<file path="src/rtl/arp_cache_with_aging_defines.svh">
// Assertion macros shared by the ARP cache RTL.
// Each macro expects clk and arst_n in scope.
`ifndef ARP_CACHE_WITH_AGING_DEFINES_SVH
`define ARP_CACHE_WITH_AGING_DEFINES_SVH

// Check a consequence in the same cycle.
`define ACP_ASSERT_NOW(lbl, ante, cons) \
	lbl: assert property (@(posedge clk) disable iff (!arst_n) (ante) |-> (cons)) \
		else $error("same-cycle check failed");

// Check a consequence in the next cycle.
`define ACP_ASSERT_NEXT(lbl, ante, cons) \
	lbl: assert property (@(posedge clk) disable iff (!arst_n) (ante) |=> (cons)) \
		else $error("next-cycle check failed");

`endif

</file>
<file path="src/rtl/acp_pkg.sv">
package acp_pkg;

	// table geometry
	localparam int ROWS  = 8;
	localparam int ROW_W = (ROWS > 1) ? $clog2(ROWS) : 1;

	// operation codes
	localparam logic [1:0] OP_LOOKUP    = 2'd0;
	localparam logic [1:0] OP_UPDATE    = 2'd1;
	localparam logic [1:0] OP_FIND_FREE = 2'd2;

	localparam logic [31:0] AGE_LIMIT_RESET = 32'd300000;

	// request held steady while its token walks the row chain
	typedef struct packed {
		logic [1:0]  op;
		logic [31:0] ip;
		logic [47:0] mac;
		logic [31:0] now;
	} req_t;

	// token handed from row cell to row cell
	typedef struct packed {
		logic             valid;
		logic             hit;
		logic [ROW_W-1:0] idx;
		logic [47:0]      mac;
		logic             efound;
		logic [ROW_W-1:0] eidx;
	} tok_t;

	// insert write broadcast to all cells
	typedef struct packed {
		logic             en;
		logic [ROW_W-1:0] idx;
	} ins_t;

endpackage

</file>
<file path="src/rtl/acp_cell.sv">
module acp_cell
	import acp_pkg::*;
(
	input  logic             clk,
	input  logic             arst_n,
	input  logic [ROW_W-1:0] my_idx,
	input  req_t             req,
	input  logic [31:0]      age_limit,
	input  ins_t             ins,
	input  tok_t             tok_in,
	output tok_t             tok_out
);

	logic [31:0] ip_q;
	logic [47:0] mac_q;
	logic [31:0] stamp_q;
	tok_t        tok_q;

	logic [31:0] age;
	logic        expired;
	logic [31:0] eff_ip;
	logic        is_empty;
	logic        match;
	logic        take_hit;
	logic        refresh;
	logic        ins_here;
	tok_t        tok_nxt;

	// age the row, then compare against the request
	always_comb begin
		age      = req.now - stamp_q;
		expired  = (ip_q != 32'd0) && (age >= age_limit);
		eff_ip   = expired ? 32'd0 : ip_q;
		is_empty = (eff_ip == 32'd0);
		match    = !is_empty && (eff_ip == req.ip);
		take_hit = tok_in.valid && !tok_in.hit && match &&
			((req.op == OP_LOOKUP) || (req.op == OP_UPDATE));
		refresh  = take_hit && (req.op == OP_UPDATE);
		ins_here = ins.en && (ins.idx == my_idx);
	end

	// update the token as it passes
	always_comb begin
		tok_nxt = tok_in;
		if (take_hit) begin
			tok_nxt.hit = 1'b1;
			tok_nxt.idx = my_idx;
			tok_nxt.mac = (req.op == OP_LOOKUP) ? mac_q : req.mac;
		end
		if (tok_in.valid && is_empty && !tok_in.efound) begin
			tok_nxt.efound = 1'b1;
			tok_nxt.eidx   = my_idx;
		end
	end

	// row key: fill on insert, drop on expiry
	always_ff @(posedge clk or negedge arst_n) begin
		if (!arst_n) begin
			ip_q <= 32'd0;
		end else if (ins_here) begin
			ip_q <= req.ip;
		end else if (tok_in.valid && expired) begin
			ip_q <= 32'd0;
		end
	end

	// row payload: write on insert or refresh
	always_ff @(posedge clk) begin
		if (ins_here || refresh) begin
			mac_q   <= req.mac;
			stamp_q <= req.now;
		end
	end

	// hand the token to the next cell
	always_ff @(posedge clk or negedge arst_n) begin
		if (!arst_n) begin
			tok_q <= '0;
		end else begin
			tok_q <= tok_nxt;
		end
	end

	assign tok_out = tok_q;

endmodule

</file>
<file path="src/rtl/arp_cache_with_aging.sv">
// ARP cache with ageing. A request is taken when start is high and busy is
// low; it then walks a chain of ROWS row cells, one cell per cycle, where
// each cell ages its own row and compares it to the key. The answer appears
// on found, row_index, mac_out and was_inserted for exactly one cycle with
// done high, and busy drops in that same cycle, so a new request can be
// started as the previous answer is shown. The answer cannot be held off:
// capture it while done is high. An insert into the first empty row is
// written at the end of the walk. The age limit register is written through
// cfg_valid/cfg_data and should only be changed while busy is low.
`include "arp_cache_with_aging_defines.svh"

module arp_cache_with_aging
	import acp_pkg::*;
(
	input  logic        clk,
	input  logic        arst_n,
	input  logic        start,
	output logic        busy,
	input  logic [1:0]  operation,
	input  logic [31:0] target_ip,
	input  logic [47:0] mac_in,
	input  logic [31:0] now_ms,
	output logic        done,
	output logic        found,
	output logic [2:0]  row_index,
	output logic [47:0] mac_out,
	output logic        was_inserted,
	input  logic        cfg_valid,
	output logic        cfg_ready,
	input  logic [31:0] cfg_data
);

	logic        busy_q;
	logic        done_q;
	logic        found_q;
	logic [2:0]  idx_q;
	logic [47:0] mac_q;
	logic        ins_q;
	logic [31:0] age_limit_q;
	req_t        req_q;
	logic        launch_q;

	logic        accept;
	tok_t        tok_w [ROWS+1];
	tok_t        tok_end;
	ins_t        ins;
	logic        r_found;
	logic [ROW_W-1:0] r_idx;
	logic [47:0] r_mac;
	logic        r_ins;

	assign accept    = start && !busy_q;
	assign cfg_ready = 1'b1;

	// age limit register
	always_ff @(posedge clk or negedge arst_n) begin
		if (!arst_n) begin
			age_limit_q <= AGE_LIMIT_RESET;
		end else if (cfg_valid && cfg_ready) begin
			age_limit_q <= cfg_data;
		end
	end

	// capture the request word
	always_ff @(posedge clk) begin
		if (accept) begin
			req_q.op  <= operation;
			req_q.ip  <= target_ip;
			req_q.mac <= mac_in;
			req_q.now <= now_ms;
		end
	end

	// launch a fresh token into the first cell
	always_comb begin
		tok_w[0]        = '0;
		tok_w[0].valid  = launch_q;
	end

	for (genvar i = 0; i < ROWS; i++) begin : g_row
		acp_cell u_cell (
			.clk       (clk),
			.arst_n    (arst_n),
			.my_idx    (ROW_W'(i)),
			.req       (req_q),
			.age_limit (age_limit_q),
			.ins       (ins),
			.tok_in    (tok_w[i]),
			.tok_out   (tok_w[i+1])
		);
	end

	assign tok_end = tok_w[ROWS];

	// resolve the walk into a result and an optional insert
	always_comb begin
		r_found = 1'b0;
		r_idx   = '0;
		r_mac   = 48'd0;
		r_ins   = 1'b0;
		ins     = '0;
		case (req_q.op)
			OP_LOOKUP: begin
				if (tok_end.hit) begin
					r_found = 1'b1;
					r_idx   = tok_end.idx;
					r_mac   = tok_end.mac;
				end
			end
			OP_UPDATE: begin
				if (req_q.ip != 32'd0) begin
					if (tok_end.hit) begin
						r_found = 1'b1;
						r_idx   = tok_end.idx;
						r_mac   = req_q.mac;
					end else if (tok_end.efound) begin
						r_found = 1'b1;
						r_idx   = tok_end.eidx;
						r_mac   = req_q.mac;
						r_ins   = 1'b1;
						ins.en  = tok_end.valid;
						ins.idx = tok_end.eidx;
					end
				end
			end
			OP_FIND_FREE: begin
				if (tok_end.efound) begin
					r_found = 1'b1;
					r_idx   = tok_end.eidx;
				end
			end
			default: begin
				r_found = 1'b0;
			end
		endcase
	end

	// control: busy, launch and result strobe
	always_ff @(posedge clk or negedge arst_n) begin
		if (!arst_n) begin
			busy_q   <= 1'b0;
			launch_q <= 1'b0;
			done_q   <= 1'b0;
		end else begin
			launch_q <= accept;
			done_q   <= tok_end.valid;
			if (accept) begin
				busy_q <= 1'b1;
			end else if (tok_end.valid) begin
				busy_q <= 1'b0;
			end
		end
	end

	// hold the result word
	always_ff @(posedge clk) begin
		if (tok_end.valid) begin
			found_q <= r_found;
			idx_q   <= 3'(r_idx);
			mac_q   <= r_mac;
			ins_q   <= r_ins;
		end
	end

	assign busy         = busy_q;
	assign done         = done_q;
	assign found        = found_q;
	assign row_index    = idx_q;
	assign mac_out      = mac_q;
	assign was_inserted = ins_q;

	`ACP_ASSERT_NOW(a_done_frees_busy, done_q, !busy_q)
	`ACP_ASSERT_NEXT(a_accept_sets_busy, start && !busy_q, busy_q && launch_q)
	`ACP_ASSERT_NOW(a_token_only_busy, tok_end.valid || launch_q, busy_q)
	`ACP_ASSERT_NOW(a_miss_is_clean, done_q && !found_q,
		(idx_q == 3'd0) && (mac_q == 48'd0) && !ins_q)
	`ACP_ASSERT_NEXT(a_done_one_cycle, done_q, !done_q)

endmodule
</file>
<file path="config.mk">
export PLATFORM = sky130hd
export DESIGN_NAME = arp_cache_with_aging
export DESIGN_NICKNAME = d
export VERILOG_FILES = /design/src/rtl/acp_pkg.sv /design/src/rtl/acp_cell.sv /design/src/rtl/arp_cache_with_aging.sv
export VERILOG_INCLUDE_DIRS = /design/src /design/src/rtl
export SDC_FILE = /design/constraint.sdc
export NUM_CORES = 2
export LEC_CHECK = 0
export BUFFER_PORTS_ARGS = -buffer_cell sky130_fd_sc_hd__buf_2
export CORE_ASPECT_RATIO = 1.25
export CORE_MARGIN = 2
export CORE_UTILIZATION = 45
export DETAILED_ROUTE_END_ITERATION = 10
export HOLD_SLACK_MARGIN = 0.05
export PLACE_DENSITY = 0.58
export RECOVER_POWER = 50
export SLEW_MARGIN = 20
export SYNTH_ARGS = -nofsm -noshare
export SYNTH_HDL_FRONTEND = slang
export SYNTH_HIERARCHICAL = 1
export SYNTH_SLANG_ARGS = --single-unit
</file>
<file path="constraint.sdc">
create_clock -name clk -period 21.2 [get_ports clk]
set_input_delay 4.24 -clock clk [delete_from_list [all_inputs] [get_ports clk]]
set_output_delay 4.24 -clock clk [all_outputs]
set_load 0.05 [all_outputs]
</file>
==> results.md <==
- Row cnt: roughly 170
- Initial antenna violation count: 10
- Chip width: roughly 380 um
- Hold_buf cts: 0
- Gate Count Post-Synth: between 6k and 7k
- Clock slew at reported path FFs: around 60 ps
- Pre-CTS WS: 11,910 ps
- Failing checks: max-capacitance violations, max-slew violations
- MaxCap Viol Count: 17
- Worst r2r path cells: 23
- Post_cts resized: 0
- Total grt overflow: 0
- Synthesized area: around 0.081 mm^2
- Tot Pwr: 0.006818 W
- Share of the synthesized area in the top cell type: 0.2997
- EDFF count, synth: between 800 and 900
- Iter 0 DRT Violations: between 3k and 4k
- Via Count: 53.17k
- # setup viols final: 0
- Crit path DAT: between 10,000 and 15,000 ps
- Top cell type by total area after synthesis: edfxtp_1
- CP Class: in -> async
- Tightest Hold Check Type: reg -> reg
- Area Growth Syn to Fin: 12.74%
- CTS buffer count: approximately 170
- Total Routed Length: between 200,000 and 250,000 um
- Hold depth: 2
- Sequential fraction of the synthesis area: 0.5310
- FF+latch count, synth: between 1.5k and 2k
- Die Height: ~480 um
- Period Utilization, post-route: 0.6328
- Global-route wire length before repair: roughly 340,000 um
- Status: complete, but fails checks
- Most frequent cells in the layout: edfxtp_1 (807), dfrtp_1 (738), inv_1 (655)
- Top_reg_cell synth: edfxtp_1
- CP startpoint kind: primary input
- IO Pins: slightly above 200
- FILL cells: about 15k
- Yosys cell types: about 110
- Vias in the first global route: 54.28k
- Worst-case hold slack: about 430 ps
- Final hold violations: 0
- Worst slew pin tran: between 8000 and 9000 ps
- Root buffer cell: clkbuf_16
- Most common cell after layout, fill and taps aside: edfxtp_1
- Post-route cell area: a little over 0.09 mm^2
- P per Cell Area: about 75 mW/mm^2
- Max Fclk: approximately 0.075 GHz
- Initial core utilization: 0.4539
- Pin count of the biggest net entering global routing: between 100 and 150
- Layout cell share with drive strength beyond 1: 0.1929
- TNS Setup: 0 ps
- Fin nets: roughly 7.6k
- Tot GR Track Use: 0.2420
- Placer Congestion: around 0.88
- Placed inst area: around 0.086 mm^2
- Top cells by area, synth: edfxtp_1 (30%), dfrtp_1 (23%), ha_1 (7.8%)
- CP max FO: 82
- RSZ-0062 raised after global routing: no
- Ys async rst share: 0.4807
- Tmin final: 13,420 ps
- Max VDD drop: slightly above 0.00007 V
- H-tree lvl count: 4
- TritonCTS clock tree: built
- DR WL/cell: roughly 24 um
- Total die area: 0.1831 mm^2
- Core outline area: 0.1781 mm^2
- CTS Sinks: between 1.5k and 2k
- Slew headroom: -4.499
- Static leakage: 38.70 nW
- PortBufs: a little over 200
- Post-CTS Setup Repair Bufs: 0
- Post-route ant nets: 0
- Setup clock skew after layout: ~46 ps
- Clock latency on the worst-skew pair: 840 ps
- Post-DP HPWL: ~140,000 um
- Slew Limit Fails: between 800 and 900
- Multi-input logic area: 0.03535 mm^2
- Drt first pass iters: 8
- Sequential cell area: roughly 0.043 mm^2
- CP Data Required Time: between 20,000 and 25,000 ps
- Syn Area/Cell: 12.62 um^2
- Clock Path Buffers: 3
- Setup crit end kind: async pin
- Final worst slack: a little under 8000 ps
- Synth Warn #: 6
- DRC viols: 0
- Vias per cell: between 5 and 6
layer usage:
layer | track usage | part of all wire | vias up
li1 | - | - | 24518
met1 | 0.3108 | 0.42 | 26930
met2 | 0.4256 | 0.50 | 1352
met4 | 0.06814 | 0.029 | 4
met5 | 0 | 0.00010 | -
met3 | 0.03164 | 0.043 | 361
state kept, by name (all words and copies together), names as in the netlist:
signal,flops
busy,1
g_row.u_cell/stamp_q,256
found,1
g_row.u_cell/tok_out,456
g_row.u_cell/mac_q,384
row_index,3
was_inserted,1
done,1
g_row.u_cell/ip_q,256
req_q,114
age_limit_q,32
mac_out,48
launch_q,1
metrics by stage:
stage | utilization | cells
final | 0.5118 | 9398
after detailed placement | 0.4818 | 9085
after global placement | 0.4818 | 9085
after global routing | 0.5118 | 9398
after CTS | 0.5132 | 9397
after floorplan | - | 6535
worst max-delay path, stage by stage:
cell      delay [ps]
clkbuf_1        3410
clkbuf_1        2370
clkbuf_1        3120
logic make-up (layout without fill, tap and decap cells):
group / after synthesis / after routing / share of synthesized area
simple gates: 949 / 949 / 0.06327
other cells: 2 / 132 / 0.00009287
compound gates: 1349 / 1349 / 0.1186
flops: 1554 / 1554 / 0.5310
xor+xnor: 420 / 420 / 0.04549
mux: 807 / 807 / 0.1204
fa+ha+maj: 512 / 512 / 0.07996
buf+inv: 813 / 1313 / 0.04123
layout make-up:
class,instances,share of cell area
multi-input combinational,4168,0.3877
timing repair buffer,346,0.02057
inverter,655,0.02697
antenna,1,0.00002745
sequential,1554,0.4710
tap,2362,0.03242
clock buffer,232,0.05118
clock inverter,80,0.01009
final timing paths:
check | to | start | slack, ps
max | g_row[5].u_cell/tok_out[33] | arst_n | 7780
min | g_row[7].u_cell/tok_out[3] | g_row[6].u_cell/tok_out[3] | 430
max reg2reg | g_row[0].u_cell/stamp_q[14] | req_q[1] | 11010
min reg2reg | g_row[7].u_cell/tok_out[3] | g_row[6].u_cell/tok_out[3] | 430
max in group clk | g_row[0].u_cell/stamp_q[14] | req_q[1] | 11010
min in group asynchronous | g_row[7].u_cell/tok_out[48] | arst_n | 5220
synth_stat cells (14+ instances only):
library cell	n
and3_1	27
ha_1	504
mux2_4	192
a21o_1	121
mux2_2	544
nand2b_1	37
xnor2_1	262
or2_2	19
and2_1	17
o21ai_0	179
o21bai_1	46
edfxtp_1	807
or3_1	25
nor2b_1	38
a211oi_1	48
nor2_1	189
nor3_1	39
buf_6	29
a21oi_1	305
buf_2	23
nand2_1	210
inv_1	655
mux2_1	16
a22o_1	307
dfrtp_1	739
a221oi_1	16
o22ai_1	24
mux2i_1	55
nor4_1	109
nand4_1	102
clkbuf_1	89
o211ai_1	26
nand3_1	55
xor2_1	158
a21boi_0	14
a31oi_1	27
a211o_1	14
o21a_1	57
where the power goes:
group	leakage [nW]	switching, W	internal [W]	total, W
Sequential	16.6	0.0000642	0.00325	0.00331
Clock	2.74	0.00128	0.00169	0.00297
Combinational	19.4	0.000320	0.000219	0.000539
Note: power is estimated with default switching activity, not from simulation.
